`config.mk`:
```
export PLATFORM = sky130hd
export DESIGN_NAME = mpc_popcount
export DESIGN_NICKNAME = d
export VERILOG_FILES = /design/src/rtl/mpc_pkg.sv /design/src/rtl/mpc_popcount.sv
export SDC_FILE = /design/constraint.sdc
export NUM_CORES = 1
export LEC_CHECK = 0
export BUFFER_PORTS_ARGS = -buffer_cell sky130_fd_sc_hd__buf_4
export CAP_MARGIN = 30
export CORE_UTILIZATION = 52
export DETAILED_ROUTE_END_ITERATION = 7
export GPL_TIMING_DRIVEN = 0
export PLACE_DENSITY = 0.85
export RECOVER_POWER = 25
export SYNTH_ARGS = -nofsm -noshare
export SYNTH_HDL_FRONTEND = slang
export SYNTH_SLANG_ARGS = --single-unit
```
`constraint.sdc`:
```
create_clock -name vclk -period 15.5
set_clock_uncertainty 0.1 [all_clocks]
set_input_delay 4.65 -clock vclk [all_inputs]
set_output_delay 4.65 -clock vclk [all_outputs]
set_load 0.01 [all_outputs]
```
`src/rtl/mpc_pkg.sv`:
```
// Package for the masked popcount correlation core: field widths, register
// indexes, sequencer states and divider request/response types.
// No dependencies.
package mpc_pkg;

    localparam int COORD_W     = 14;
    localparam int WORD_W      = 64;
    localparam int SUM_W       = 13;
    localparam int POP_W       = 7;
    localparam int SCORE_W     = 8;
    localparam int CFG_W       = 15;
    localparam int CFG_ADDR_W  = 3;
    localparam int S_TDATA_W   = 224;
    localparam int M_TDATA_W   = 8;
    localparam int M_TUSER_W   = 2;
    localparam int MUL_W       = 16;
    localparam int PROD_W      = 32;
    localparam int DIVIDEND_W  = 20;
    localparam int DIVISOR_W   = 13;
    localparam int DIV_STEPS   = DIVIDEND_W;
    localparam int DIV_CNT_W   = $clog2(DIV_STEPS);

    localparam logic [SUM_W-1:0]   SUM_MAX      = 13'h1FFF;
    localparam logic [SCORE_W-1:0] EMPTY_ENTRY  = 8'd255;
    localparam logic [SCORE_W-1:0] SCORE_MAX    = 8'd254;
    localparam logic [MUL_W-1:0]   SCORE_SCALE  = 16'd100;

    typedef enum logic [CFG_ADDR_W-1:0] {
        CFG_IMAGE_ROWS    = 3'd0,
        CFG_IMAGE_COLUMNS = 3'd1,
        CFG_MASK_HEIGHT   = 3'd2,
        CFG_ON_COUNT      = 3'd3,
        CFG_WINDOW_X0     = 3'd4,
        CFG_WINDOW_Y0     = 3'd5,
        CFG_WINDOW_WIDTH  = 3'd6
    } cfg_index_t;

    typedef enum logic [3:0] {
        ST_CLEAR,
        ST_IDLE,
        ST_POP_OFF,
        ST_MUL_IDX,
        ST_MUL_POS,
        ST_MUL_AREA,
        ST_MUL_DIFF,
        ST_DIV,
        ST_EMIT
    } mpc_state_t;

    typedef struct packed {
        logic                  start;
        logic [DIVIDEND_W-1:0] dividend;
        logic [DIVISOR_W-1:0]  divisor;
    } div_req_t;

    typedef struct packed {
        logic                  done;
        logic [DIVIDEND_W-1:0] quotient;
    } div_rsp_t;

endpackage

```
`src/rtl/mpc_popcount.sv`:
```
// 64-bit population count as a balanced adder tree.
// Depends on mpc_pkg.
module mpc_popcount
    import mpc_pkg::*;
(
    input  logic [WORD_W-1:0] bits,
    output logic [POP_W-1:0]  count
);

    logic [1:0] lvl1 [32];
    logic [2:0] lvl2 [16];
    logic [3:0] lvl3 [8];
    logic [4:0] lvl4 [4];
    logic [5:0] lvl5 [2];

    always_comb
    begin
        for (int i = 0; i < 32; i++)
        begin
            lvl1[i] = {1'b0, bits[2*i]} + {1'b0, bits[2*i+1]};
        end
        for (int i = 0; i < 16; i++)
        begin
            lvl2[i] = {1'b0, lvl1[2*i]} + {1'b0, lvl1[2*i+1]};
        end
        for (int i = 0; i < 8; i++)
        begin
            lvl3[i] = {1'b0, lvl2[2*i]} + {1'b0, lvl2[2*i+1]};
        end
        for (int i = 0; i < 4; i++)
        begin
            lvl4[i] = {1'b0, lvl3[2*i]} + {1'b0, lvl3[2*i+1]};
        end
        for (int i = 0; i < 2; i++)
        begin
            lvl5[i] = {1'b0, lvl4[2*i]} + {1'b0, lvl4[2*i+1]};
        end
        count = {1'b0, lvl5[0]} + {1'b0, lvl5[1]};
    end

endmodule

```
==> impl_metrics.tcl <==
set metrics [dict create \
    outcome "finished clean" \
    drt-initial-drc-count 13 \
    pin_count 71 \
    synth.avg_cell_area_um2 10.1 \
    setup_violations 0 \
    hp-class "in2out" \
    ant_nets 0 \
    dr_total_vias 1291 \
    holdCritStartpoint "bits[2]" \
    grt_use_total 0.177 \
    syn2layout_area_growth_pct 33.8 \
    holdPathStages 3 \
    critical_path.top_delay_family "adder cells" \
    core_um2 3100 \
    multi_input_area_um2 1410 \
    die_area_um2 3560 \
    slew_headroom 0.786 \
    antenna_found_initial 0 \
    drive_above_1_share 0.300 \
    nets 378 \
    cpMostUsedCell "fa_1" \
    place_congestion 0.720 \
    antennaDiodeCount 0 \
    clock.fmax_ghz 0.0665 \
    design.seq.count 0 \
    cp-end-kind "primary output" \
    die_w_um 59.7 \
    critical_path_class "in2out" \
    fp-row-count 20 \
    seq_area_um2 0 \
    fin_tns_setup_ps 0 \
    whs_endpoint "count[0]" \
    min_period_over_period 0.970 \
    hold_viol 0 \
    drv_slew 0 \
    dr.pass1.iters 4 \
    crit_fanout 3 \
    grt_pass1_vias 1336 \
    wire_per_inst_um 9.69 \
    postCtsHoldBufs 0 \
    grt_pass1_wl_mm 4.88 \
    critPathMaxStageDelay_ps 530 \
    synth_nets 305 \
    synth_area_leaders "fa_1 (63%), inv_1 (18%), ha_1 (11%)" \
    critPathLaunch "bits[53]" \
    cp_slowest_cell "fa_1" \
    cts_setup_buffers 0 \
    drv_cap 0 \
    setup_ws_ps 464 \
    io_buffers 71 \
    critical_path_buf_inv_count 8 \
    dpl_cell_area_um2 2320 \
    grt_overflow_total 0 \
    arrival_ps 10290 \
    final.clkbuf_count 0 \
    die_y_um 59.7 \
    fillers 235 \
    synth.top_cell.area_share 0.625 \
    startpoint_type "input port" \
    via_per_inst 4.50 \
    hpwl_mm 2.79 \
    synth_cells 172 \
    post_cts_resized 0 \
    path_cells "buf_4 -> fa_1 -> inv_1 -> fa_1 -> inv_1 -> fa_1 -> inv_1 -> fa_1 -> inv_1 -> fa_1 -> inv_1 -> fa_1 -> fa_1 -> fa_1 -> inv_1 -> ha_1 -> fa_1 -> a211o_2 -> a21oi_1 -> o21bai_1 -> buf_4" \
    cp.required_ps 10750 \
    fin_area_um2 2310 \
    period_minus_slack_ps 15040 \
    synth_area_um2 1730 \
    ys_seq_area_frac 0 \
    grt_max_degree 6 \
    wl_mm 2.78 \
    initial_core_util 0.557 \
    place_ws_ps 463 \
    rsz0062_at_grt "false" \
    synth_top_area_cell "fa_1" \
    ys_types 19 \
    tightest_slew_ps 320 \
    synth_warnings 0 \
    drc 0 \
]
## synthesized netlist by cell type, drive strengths merged
master,number
fa,54
o31ai,1
ha,15
o211a,1
nand3b,1
a21oi,3
nor2,1
a211o,1
o21ai,1
a211oi,2
nor4b,1
inv,84
o21a,1
xor2,1
a2111oi,1
a21o,2
o21bai,1
xnor2,1
## layout make-up
cell class                 instances  share of cell area
inverter                          84               0.136
tap                               44              0.0238
timing repair buffer              71               0.229
multi-input combinational         88               0.611
## through the flow
stage / hold slack, ps / utilization / instances
6_report: 9550 / 0.746 / 287
5_1_grt: 9570 / 0.746 / 287
4_1_cts: 9510 / 0.747 / 287
3_5_place_dp: 9510 / 0.747 / 287
3_3_place_gp: 9500 / 0.747 / 287
2_1_floorplan: 9350 / - / 172
## routing by layer
layer | vias to the layer above | routed length, µm | global-route usage
met4 | 0 | 0 | 0
met1 | 633 | 949 | 0.197
met2 | 47 | 1630 | 0.376
met5 | - | 0 | 0
met3 | 0 | 204 | 0.0173
li1 | 611 | - | -
## cells in the final DEF, fill, tap and decap left out
master | netlist | routed
o211a_1 | 1 | 1
clkbuf_1 | 0 | 1
a211oi_1 | 2 | 2
xor2_1 | 1 | 1
o21a_1 | 1 | 1
nor4b_1 | 1 | 1
xnor2_1 | 1 | 1
o31ai_1 | 1 | 1
ha_1 | 15 | 15
a211o_2 | 1 | 1
nand3b_1 | 1 | 1
a2111oi_1 | 1 | 1
nor2_1 | 1 | 1
a21oi_1 | 3 | 3
a21o_1 | 1 | 1
o21ai_2 | 1 | 1
a21o_2 | 1 | 1
fa_1 | 54 | 54
buf_4 | 0 | 70
inv_1 | 84 | 84
o21bai_1 | 1 | 1
## worst max path at each step
stage,to,cells past startpoint
after floorplan,count[5],16
after global placement,count[6],21
after detailed placement,count[6],21
after CTS,count[6],21
after global routing,count[5],18
final,count[6],21
## cell families after synthesis
family / share of synthesized area
AOI/OAI and AO/OA: 0.0622
xor gates and xnor gates: 0.0101
adders and majority gates: 0.734
buffers and inverters: 0.182
and+or+nand+nor: 0.0116
## worst min-delay path: stages
cell and delay, ps:
buf_4 80, ha_1 120, clkbuf_1 150
Power is not shown: default switching activity piles up to over one toggle a cycle in this logic, so the estimate is an artifact.
