### config.mk
export PLATFORM = sky130hd
export DESIGN_NAME = mpc_divider
export DESIGN_NICKNAME = d
export VERILOG_FILES = /design/src/rtl/mpc_pkg.sv /design/src/rtl/mpc_divider.sv
export SDC_FILE = /design/constraint.sdc
export NUM_CORES = 1
export LEC_CHECK = 0
export ABC_AREA = 1
export CAP_MARGIN = 30
export CELL_PAD_IN_SITES_DETAIL_PLACEMENT = 1
export CELL_PAD_IN_SITES_GLOBAL_PLACEMENT = 1
export CORE_AREA = 2 2 83 85
export CTS_CLUSTER_DIAMETER = 40
export DETAILED_ROUTE_END_ITERATION = 16
export DIE_AREA = 0 0 85 87
export DONT_BUFFER_PORTS = 1
export PLACE_DENSITY_LB_ADDON = 0.1
export REMOVE_ABC_BUFFERS = 1
export SLEW_MARGIN = 20
export SYNTH_ARGS = -nofsm -noshare
export SYNTH_HDL_FRONTEND = slang
export SYNTH_SLANG_ARGS = --single-unit
### constraint.sdc
create_clock -name clk -period 2.9 [get_ports clk]
set_input_delay 0.435 -clock clk [delete_from_list [all_inputs] [get_ports clk]]
set_output_delay 0.435 -clock clk [all_outputs]
set_load 0.005 [all_outputs]
### src/rtl/mpc_pkg.sv
// Package for the masked popcount correlation core: field widths, register
// indexes, sequencer states and divider request/response types.
// No dependencies.
package mpc_pkg;

    localparam int COORD_W     = 14;
    localparam int WORD_W      = 64;
    localparam int SUM_W       = 13;
    localparam int POP_W       = 7;
    localparam int SCORE_W     = 8;
    localparam int CFG_W       = 15;
    localparam int CFG_ADDR_W  = 3;
    localparam int S_TDATA_W   = 224;
    localparam int M_TDATA_W   = 8;
    localparam int M_TUSER_W   = 2;
    localparam int MUL_W       = 16;
    localparam int PROD_W      = 32;
    localparam int DIVIDEND_W  = 20;
    localparam int DIVISOR_W   = 13;
    localparam int DIV_STEPS   = DIVIDEND_W;
    localparam int DIV_CNT_W   = $clog2(DIV_STEPS);

    localparam logic [SUM_W-1:0]   SUM_MAX      = 13'h1FFF;
    localparam logic [SCORE_W-1:0] EMPTY_ENTRY  = 8'd255;
    localparam logic [SCORE_W-1:0] SCORE_MAX    = 8'd254;
    localparam logic [MUL_W-1:0]   SCORE_SCALE  = 16'd100;

    typedef enum logic [CFG_ADDR_W-1:0] {
        CFG_IMAGE_ROWS    = 3'd0,
        CFG_IMAGE_COLUMNS = 3'd1,
        CFG_MASK_HEIGHT   = 3'd2,
        CFG_ON_COUNT      = 3'd3,
        CFG_WINDOW_X0     = 3'd4,
        CFG_WINDOW_Y0     = 3'd5,
        CFG_WINDOW_WIDTH  = 3'd6
    } cfg_index_t;

    typedef enum logic [3:0] {
        ST_CLEAR,
        ST_IDLE,
        ST_POP_OFF,
        ST_MUL_IDX,
        ST_MUL_POS,
        ST_MUL_AREA,
        ST_MUL_DIFF,
        ST_DIV,
        ST_EMIT
    } mpc_state_t;

    typedef struct packed {
        logic                  start;
        logic [DIVIDEND_W-1:0] dividend;
        logic [DIVISOR_W-1:0]  divisor;
    } div_req_t;

    typedef struct packed {
        logic                  done;
        logic [DIVIDEND_W-1:0] quotient;
    } div_rsp_t;

endpackage

### src/rtl/mpc_divider.sv
// Restoring divider, one quotient bit per cycle.
// Depends on mpc_pkg.
module mpc_divider
    import mpc_pkg::*;
(
    input  logic     clk,
    input  logic     rst_n,
    input  div_req_t req,
    output div_rsp_t rsp
);

    logic                  busy_reg, busy_next;
    logic                  done_reg, done_next;
    logic [DIV_CNT_W-1:0]  cnt_reg, cnt_next;
    logic [DIVISOR_W-1:0]  rem_reg, rem_next;
    logic [DIVIDEND_W-1:0] quo_reg, quo_next;
    logic [DIVISOR_W-1:0]  dvs_reg, dvs_next;
    logic [DIVISOR_W:0]    trial;
    logic                  fits;

    always_comb
    begin
        busy_next = busy_reg;
        done_next = 1'b0;
        cnt_next  = cnt_reg;
        rem_next  = rem_reg;
        quo_next  = quo_reg;
        dvs_next  = dvs_reg;
        trial     = {rem_reg, quo_reg[DIVIDEND_W-1]};
        fits      = trial >= {1'b0, dvs_reg};
        if (req.start)
        begin
            busy_next = 1'b1;
            cnt_next  = '0;
            rem_next  = '0;
            quo_next  = req.dividend;
            dvs_next  = req.divisor;
        end
        else if (busy_reg)
        begin
            // shift in the next dividend bit, subtract when the divisor fits
            rem_next = fits ? DIVISOR_W'(trial - {1'b0, dvs_reg}) : trial[DIVISOR_W-1:0];
            quo_next = {quo_reg[DIVIDEND_W-2:0], fits};
            cnt_next = cnt_reg + 1'b1;
            if (cnt_reg == DIV_CNT_W'(DIV_STEPS - 1))
            begin
                busy_next = 1'b0;
                done_next = 1'b1;
            end
        end
    end

    always_ff @(posedge clk or negedge rst_n)
    begin
        if (!rst_n)
        begin
            busy_reg <= 1'b0;
            done_reg <= 1'b0;
            cnt_reg  <= '0;
        end
        else
        begin
            busy_reg <= busy_next;
            done_reg <= done_next;
            cnt_reg  <= cnt_next;
        end
    end

    always_ff @(posedge clk)
    begin
        rem_reg <= rem_next;
        quo_reg <= quo_next;
        dvs_reg <= dvs_next;
    end

    assign rsp.done     = done_reg;
    assign rsp.quotient = quo_reg;

endmodule

==> results of run 1 <==
==> power groups by stage <==
stage	Sequential (mW)	Clock (mW)	Combinational [mW]
3_5_place_dp	1.02	0	1.07
6_report	1.01	0.497	1.08
5_1_grt	1.03	0.533	1.24
3_3_place_gp	1.02	0	1.05
4_1_cts	1.01	0.513	1.09
2_1_floorplan	0.999	0	0.830
==> final cells by class <==
| type | instances | area [µm²] | area share |
|---|---|---|---|
| repair buffers | 6 | 55.05 | 0.01652 |
| multi-input cells | 266 | 1381 | 0.4146 |
| well taps | 80 | 100.1 | 0.03004 |
| clock buffers | 5 | 68.82 | 0.02065 |
| flip-flops and latches | 53 | 1426 | 0.4281 |
| clock inverters | 3 | 41.29 | 0.01239 |
| inverters | 69 | 259.0 | 0.07773 |
==> metal layers <==
layer  GRT usage  vias up  part of all wire  routed length [µm]
met5           0        -                 0                   0
met4     0.06205        0             0.014                  99
met3     0.04739        7             0.046                 333
met2      0.3587       51              0.47                3376
met1      0.2733     1197              0.47                3397
li1            -     1266                 -                   -
==> cell usage after synthesis, drive strengths merged <==
cell / number
inv: 69
xor2: 2
nor3: 3
fa: 1
buf: 7
nand2: 156
nor2: 18
dfxtp: 13
ha: 14
nand3: 33
nand4: 19
dfrtp: 7
nor4: 1
xnor2: 3
o21ai: 9
edfxtp: 33
clkbuf: 5
a21oi: 7
==> final timing paths <==
check | to | slack [ns] | cells past startpoint
max in group asynchronous | cnt_reg[0]$_DFFE_PN0P_ | 2.20 | 1
setup reg to reg | quo_reg[0]$_DFFE_PP_ | 0.46 | 12
setup / recovery | quo_reg[0]$_DFFE_PP_ | 0.46 | 12
min in group asynchronous | busy_reg$_DFF_PN0_ | 0.45 | 1
hold reg to reg | rem_reg[10]$_SDFFE_PP0P_ | 0.48 | 2
hold / removal | cnt_reg[2]$_DFFE_PN0P_ | 0.20 | 1
==> worst max-delay path, stage by stage, from the launching register on <==
cell and delay, ns:
edfxtp_1 0.43, inv_1 0.11, ha_1 0.15, inv_1 0.07
fa_1 0.44, nand2_1 0.10, nand2_1 0.05, nand3_1 0.08
nand2_2 0.07, nand2_2 0.26, nand3_4 0.26, nand2_1 0.12
nand2_1 0.06
==> cells by family (layout without fill, tap and decap cells) <==
group	count (synthesis)	after routing	synth area share
and+or+nand+nor	230	230	0.3343
xor gates and xnor gates	5	5	0.01398
adders and majority gates	15	15	0.06230
buffers and inverters	81	83	0.1038
DFF	53	53	0.4553
AOI/OAI and AO/OA	16	16	0.03035
==> run metrics, run 1 <==
CP startpoint=quo_reg[19]$_DFFE_PP_; most frequent cells in the layout=149 x nand2_1, 64 x inv_1, 33 x edfxtp_1, 25 x nand3_1, 18 x nand4_1; I/O Buffers=0; Core Rows=30; Design Area, Final=0.003332 mm²; Internal Power=1.562 mW; sw power=1.022 mW; #FFs+latches synth=53; initial antenna violation count=0; RSZ-0062 raised after global routing=no; fraction of layout cells with a size suffix above 1=0.09950; worst flop-to-flop path startpoint=quo_reg[19]$_DFFE_PP_; clock share of power=0.192; total of warnings raised by yosys=0; Worst slew margin=0.5213; Max-Cap Viols=0; Core Box Area=0.006569 mm²; fin crit share=0.8415; placed instance area=0.003197 mm²; postcts setup bufs=0; worst-path fanout max=15; total gr overflow=0; sw frac=0.3954; Slew Viols, Final=0; post-synth top area share=0.3163; Worst Tran Pin Value=0.7172 ns; Nets=452; Distinct cells, synth=30; clock tree from TritonCTS=done; drt wl/cell=14.95 µm; Worst setup EP type=flip-flop; cts hold-fix bufs=1; setup TNS=0 ns; Reg clk slew, reported paths=0.09 ns; max reg flops=20; CP startpoint kind=flip-flop; DRT Wirelength=7.206 mm; Avg Cell Area, Syn=7.833 µm²; dominant cell type by area after synthesis=edfxtp_1; # IOs=57; Skew-Pair Late Insertion Delay=0.30 ns; Crit path required time=2.96 ns; fin crit period=2.440 ns; hold path start=req[33]; DRC viols=0; Crit Path Category=reg -> reg; largest net degree at the start of global routing=38; ANT nets after route=0; Combinational Power Share=0.417; peak supply drop=0.3720 mV; Area Overhead vs Synth=6.350%; leakage=1.684 nW; die footprint=0.007395 mm²; Via Count=2521; Layout Skew=0.006213 ns; CTS Buffer Depth=2; leading cell type in the layout, fill and taps excluded=nand2_1; n_diodes=0; Core Util, Final=0.5072; fmax=409.8 MHz; Die H=87 µm; DR pass1 iterations=4; CTS H-tree lvls=2; vias in the first global route=2740; Num Clock Sinks=53; WHS=0.2014 ns; post-synth design cell area=0.003133 mm²; Cells after DPL=472; Synth Instances=400; Worst EP arrival=2.50 ns; Finished Layout Cells=482; register area share after synthesis=0.4553; final-report setup violation count=0; Post-CTS Resized=0; Hold Fails Final Rpt=0; DRT iter0 DRCs=80; die span in x=85 µm; total CTS buffers=5; DP Worst Slack=0.4494 ns; gpl congestion=0.8747; fillcell total=827; first-pass GRT wire length=12.49 mm; Root Buffer=clkbuf_8; Hold Crit Class=in -> reg; status=finished clean; starting density of the core=0.4770; Total Routing Usage GR=0.2121; main area contributors after synthesis=edfxtp_1 32%, nand2_1 18%, dfxtp_1 8.3%; Post-DP HPWL=5.538 mm; Power, Total=2.583 mW; Worst Setup Slack, final=0.4598 ns; sequential power share=0.391; pwr dens=775.3 mW/mm²; Via density=5.230
Power figures use the tool's default switching activity.
==> run 2: changes to the inputs <==
CORE_AREA = 2 2 86 88   (was 2 2 83 85)
DIE_AREA = 0 0 88 90   (was 0 0 85 87)
clock period = 2.3 ns   (was 2.9 ns; I/O delays follow)
==> run 2 against run 1 <==
Against the previous run:
- final area is 1.4% higher
- fmax up 16%
- die area is 7.1% higher
- clock power rose by 4.8%
- sequential share of layout area down 0.57 points
- sequential power grew 27%
- worst hold slack got worse by 0.087 ns
- worst setup slack got worse by 0.26 ns
- largest power group unchanged
==> run metrics, run 2 (same netlist as run 1, synthesis figures left out) <==
area of the multi-input gates=0.001381 mm²; Post-DP HPWL=5.810 mm; fmax=476.4 MHz; Core Rows=31; Hold Crit Class=in -> reg; CTS H-tree lvls=2; Worst Tran Pin Value=0.7520 ns; WHS=0.1144 ns; CTS Buffer Depth=2; Num Clock Sinks=53; Worst path most repeated cell=nand2_1; leading cell type in the layout, fill and taps excluded=nand2_1; fillcell total=867; # IOs=57; RSZ-0062 raised after global routing=no; DRT iter0 DRCs=115; Slew Viols, Final=0; drt wl/cell=14.69 µm; Skew-Pair Late Insertion Delay=0.31 ns; worst-path fanout max=6; Total Routing Usage GR=0.2048; Crit path required time=2.54 ns; DRC viols=0; largest net degree at the start of global routing=38; vias in the first global route=2629; starting density of the core=0.4463; n_diodes=0; Root Buffer=clkbuf_8; Cells after DPL=495; pwr dens=955.8 mW/mm²; die footprint=0.007920 mm²; final-report setup violation count=0; Power, Total=3.228 mW; Worst EP arrival=2.34 ns; fin crit share=0.9126; Die H=90 µm; CP Buf/Inv Count=3; Layout Skew=0.005904 ns; Finished Layout Cells=507; Area Overhead vs Synth=7.788%; Critical Path, Cell by Cell=inv_1, ha_1, inv_1, fa_1, nand2_1, nand2_1, nand3_1, nand2_2, nand2_2, nand3_4, buf_4, nand2_1, nand3_1, o21ai_1; most frequent cells in the layout=149 x nand2_1, 64 x inv_1, 33 x edfxtp_1, 25 x nand3_1, 18 x nand4_1; Hold Fails Final Rpt=0; DR pass1 iterations=4; DRT Wirelength=7.450 mm; critical path's slowest cell=edfxtp_1; I/O Buffers=0; Reg clk slew, reported paths=0.10 ns; setup TNS=0 ns; gpl congestion=0.8318; max reg flops=20; status=finished clean; Worst setup EP type=flip-flop; crit-path leading delay family=simple AND/OR/NAND/NOR gates; clock tree from TritonCTS=done; Core Box Area=0.007020 mm²; CP startpoint kind=flip-flop; die span in x=88 µm; total CTS buffers=5; first-pass GRT wire length=12.76 mm; Via Count=2526; Core Util, Final=0.4810; Crit Path Category=reg -> reg; FF/Latch Area=0.001426 mm²; leakage=1.705 nW; Max-Cap Viols=0; total gr overflow=0; ANT nets after route=0; peak supply drop=0.3571 mV; fin crit period=2.099 ns; slowest stage delay, CP=0.42 ns; initial antenna violation count=0; Worst slew margin=0.4981; Via density=4.982; Nets=458; fraction of layout cells with a size suffix above 1=0.1152
run 2: cell types whose count changed in the layout (fill, tap and decap cells not counted):
cell and change:
buf_4 +6, clkinv_2 +2, bufinv_16 -1, clkinv_1 -1
run 2: metal layers:
metal  wire [µm]  track usage
met4         114      0.05769
met2        3391       0.3182
met5           0            0
met1        3619       0.2889
met3         326      0.04040
run 2: where the power goes:
part / total, mW / internal, mW / switching (mW)
combinational: 1.43 / 0.539 / 0.886
sequential: 1.28 / 1.16 / 0.117
clock: 0.521 / 0.211 / 0.310
run 2: through the flow:
step	worst slack (ns)	area, µm²
finish	0.2011	3377
global route	0.004039	3377
CTS	0.1437	3347
detailed placement	0.1777	3251
global placement	0.2383	3251
floorplan	0.1925	3067
run 2: final cells by class:
class,instances,area share
Sequential cell,53,0.4224
Multi-Input combinational cell,266,0.4090
Inverter,69,0.07669
Tap cell,99,0.03668
Timing Repair Buffer,12,0.02964
Clock buffer,5,0.02038
Clock inverter,3,0.005187
run 2: worst paths after layout:
path                                               start                       end  slack, ns  depth (start not counted)
max in group asynchronous                          rst_n    cnt_reg[3]$_DFFE_PN0P_       1.70                          1
worst min register to register  rem_reg[11]$_SDFFE_PP0P_  rem_reg[11]$_SDFFE_PP0P_       0.49                          2
min in group asynchronous                          rst_n    cnt_reg[1]$_DFFE_PN0P_       0.36                          1
worst max register to register     quo_reg[19]$_DFFE_PP_   rem_reg[6]$_SDFFE_PP0P_       0.20                         14
worst min-delay path                             req[33]    cnt_reg[2]$_DFFE_PN0P_       0.11                          1
worst max-delay path               quo_reg[19]$_DFFE_PP_   rem_reg[6]$_SDFFE_PP0P_       0.20                         14
run 2: worst reg2reg max path, cell delays in order (launching register included):
cell      delay, ns
edfxtp_1       0.42
inv_1          0.10
ha_1           0.15
inv_1          0.07
fa_1           0.39
nand2_1        0.09
nand2_1        0.06
nand3_1        0.08
nand2_2        0.07
nand2_2        0.11
nand3_4        0.11
buf_4          0.16
nand2_1        0.08
nand3_1        0.07
o21ai_1        0.09
run 2: repair_timing:
item,CTS,global route
hold buffers,1,0
endpoints found under the setup margin,0,7
gates resized for setup,0,2
endpoints found under the hold margin,7,0
setup buffers,0,3
==> run 3: changes to the inputs <==
CORE_AREA = 2 2 90 92   (was 2 2 86 88)
DIE_AREA = 0 0 92 94   (was 0 0 88 90)
clock period = 1.87 ns   (was 2.3 ns; I/O delays follow)
==> run 3 against run 2 <==
Against the previous run:
- the flow now finishes with violations (setup timing)
- clock skew about the same
- final cell count up 4.1%
- die area up 9.2%
- non-clock buffer count up 18
- via count up 2.7%
- sequential share of layout area down 2.8 points
- final area up 7.2%
- fmax up 6.2%
- clock-buffer cell count up 1
- combinational power up 43%
- highest routed layer unchanged
==> run metrics, run 3 (same netlist as run 1, synthesis figures left out) <==
Crit Path Category=reg -> reg; Nets=476; DRT Wirelength=7.866 mm; Hold Crit Class=in -> reg; Total Routing Usage GR=0.1934; Crit path required time=2.11 ns; first-pass GRT wire length=13.03 mm; fin crit period=1.976 ns; total CTS buffers=5; Max-Cap Viols=0; die footprint=0.008648 mm²; status=finished with violations; Worst Tran Pin Value=0.3537 ns; Area Overhead vs Synth=15.54%; Post-DP HPWL=5.928 mm; fin crit share=1.057; total gr overflow=0; Root Buffer=clkbuf_8; I/O Buffers=0; die span in x=92 µm; leading cell type in the layout, fill and taps excluded=nand2_1; Reg clk slew, reported paths=0.10 ns; peak supply drop=0.4640 mV; Core Util, Final=0.4758; initial antenna violation count=0; Via density=4.911; RSZ-0062 raised after global routing=yes; worst-path fanout max=5; Layout Skew=0.006192 ns; n_diodes=0; Slew Viols, Final=0; CP startpoint kind=flip-flop; Finished Layout Cells=528; most frequent cells in the layout=143 x nand2_1, 62 x inv_1, 33 x edfxtp_1, 24 x buf_4, 20 x nand3_1; DRT iter0 DRCs=64; Worst EP arrival=2.22 ns; CTS H-tree lvls=2; pwr dens=1220 mW/mm²; Core Box Area=0.007607 mm²; Die H=94 µm; max reg flops=20; clock tree from TritonCTS=done; DRC viols=0; starting density of the core=0.4118; Worst Setup Slack, final=-0.1060 ns; leakage=1.834 nW; WHS=0.04676 ns; Via Count=2593; CTS Buffer Depth=2; vias in the first global route=2714; largest net degree at the start of global routing=38; Worst setup EP type=flip-flop; Cells after DPL=514; # IOs=57; drt wl/cell=14.90 µm; fraction of layout cells with a size suffix above 1=0.1901; DP Worst Slack=-0.2283 ns; failing checks=setup timing; fmax=506.1 MHz; Skew-Pair Late Insertion Delay=0.31 ns; gpl congestion=0.8551; final-report setup violation count=14; Core Rows=32; ANT nets after route=0; Worst slew margin=0.7620; setup TNS=-0.7559 ns; DR pass1 iterations=4; Num Clock Sinks=53; Hold Fails Final Rpt=0
==> run 3: cell types whose count changed in the layout (fill, tap and decap cells not counted), sizes merged <==
cell / delta
clkinvlp: -1
bufinv: +1
clkbuf: +1
clkinv: -1
buf: +18
==> run 3: timing repair <==
item,in CTS,in global routing
hold buffers,1,0
pin swaps,3,4
endpoints found under the setup margin,14,14
gates resized for setup,19,7
buffers inserted,5,0
endpoints found under the hold margin,7,0
==> run 3: layout make-up <==
class | count | area, µm²
fill | 968 | 3988
multi-input combinational | 266 | 1453
sequential | 53 | 1426
inverter | 69 | 259.0
timing repair buffer | 30 | 246.5
tap | 102 | 127.6
clock buffer | 6 | 72.57
clock inverter | 2 | 35.03
==> run 3: where the power goes <==
group / switching [mW] / internal (mW)
Sequential: 0.137 / 1.43
Combinational: 1.21 / 0.841
Clock: 0.395 / 0.398
Total: 1.74 / 2.67
==> run 3: path summary, 6_finish.rpt <==
path,startpoint,end,slack [ns],cells past startpoint
worst max-delay path,quo_reg[19]$_DFFE_PP_,rem_reg[2]$_SDFFE_PP0P_,-0.11,14
worst min-delay path,req[33],cnt_reg[2]$_DFFE_PN0P_,0.05,1
worst max register to register,quo_reg[19]$_DFFE_PP_,rem_reg[2]$_SDFFE_PP0P_,-0.11,14
worst min register to register,rem_reg[12]$_SDFFE_PP0P_,rem_reg[12]$_SDFFE_PP0P_,0.48,2
max in group asynchronous,rst_n,cnt_reg[1]$_DFFE_PN0P_,1.33,1
min in group asynchronous,rst_n,cnt_reg[4]$_DFFE_PN0P_,0.30,1
==> run 3: routing by layer <==
metal	global-route usage	wire (µm)
met3	0.03371	257
met4	0.04851	80
met1	0.2425	3629
met5	0	0
met2	0.3462	3899
==> run 3: critical path, stage by stage, from the launching register on <==
cell and delay, ns:
edfxtp_1 0.41, inv_2 0.10, ha_4 0.13, inv_2 0.04, fa_2 0.35, nand2_1 0.08, nand2_1 0.06, nand3_2 0.07
nand2_2 0.08, nand2_4 0.09, nand3_4 0.12, buf_6 0.16, nand2_2 0.04, nand2_1 0.05, o21ai_1 0.13
==> run 3: through the flow <==
step	cell area (µm²)	power, mW
3_5_place_dp	3374	3.427
4_1_cts	3590	4.384
3_3_place_gp	3374	3.379
5_1_grt	3620	4.746
2_1_floorplan	3067	2.837
6_report	3620	4.417
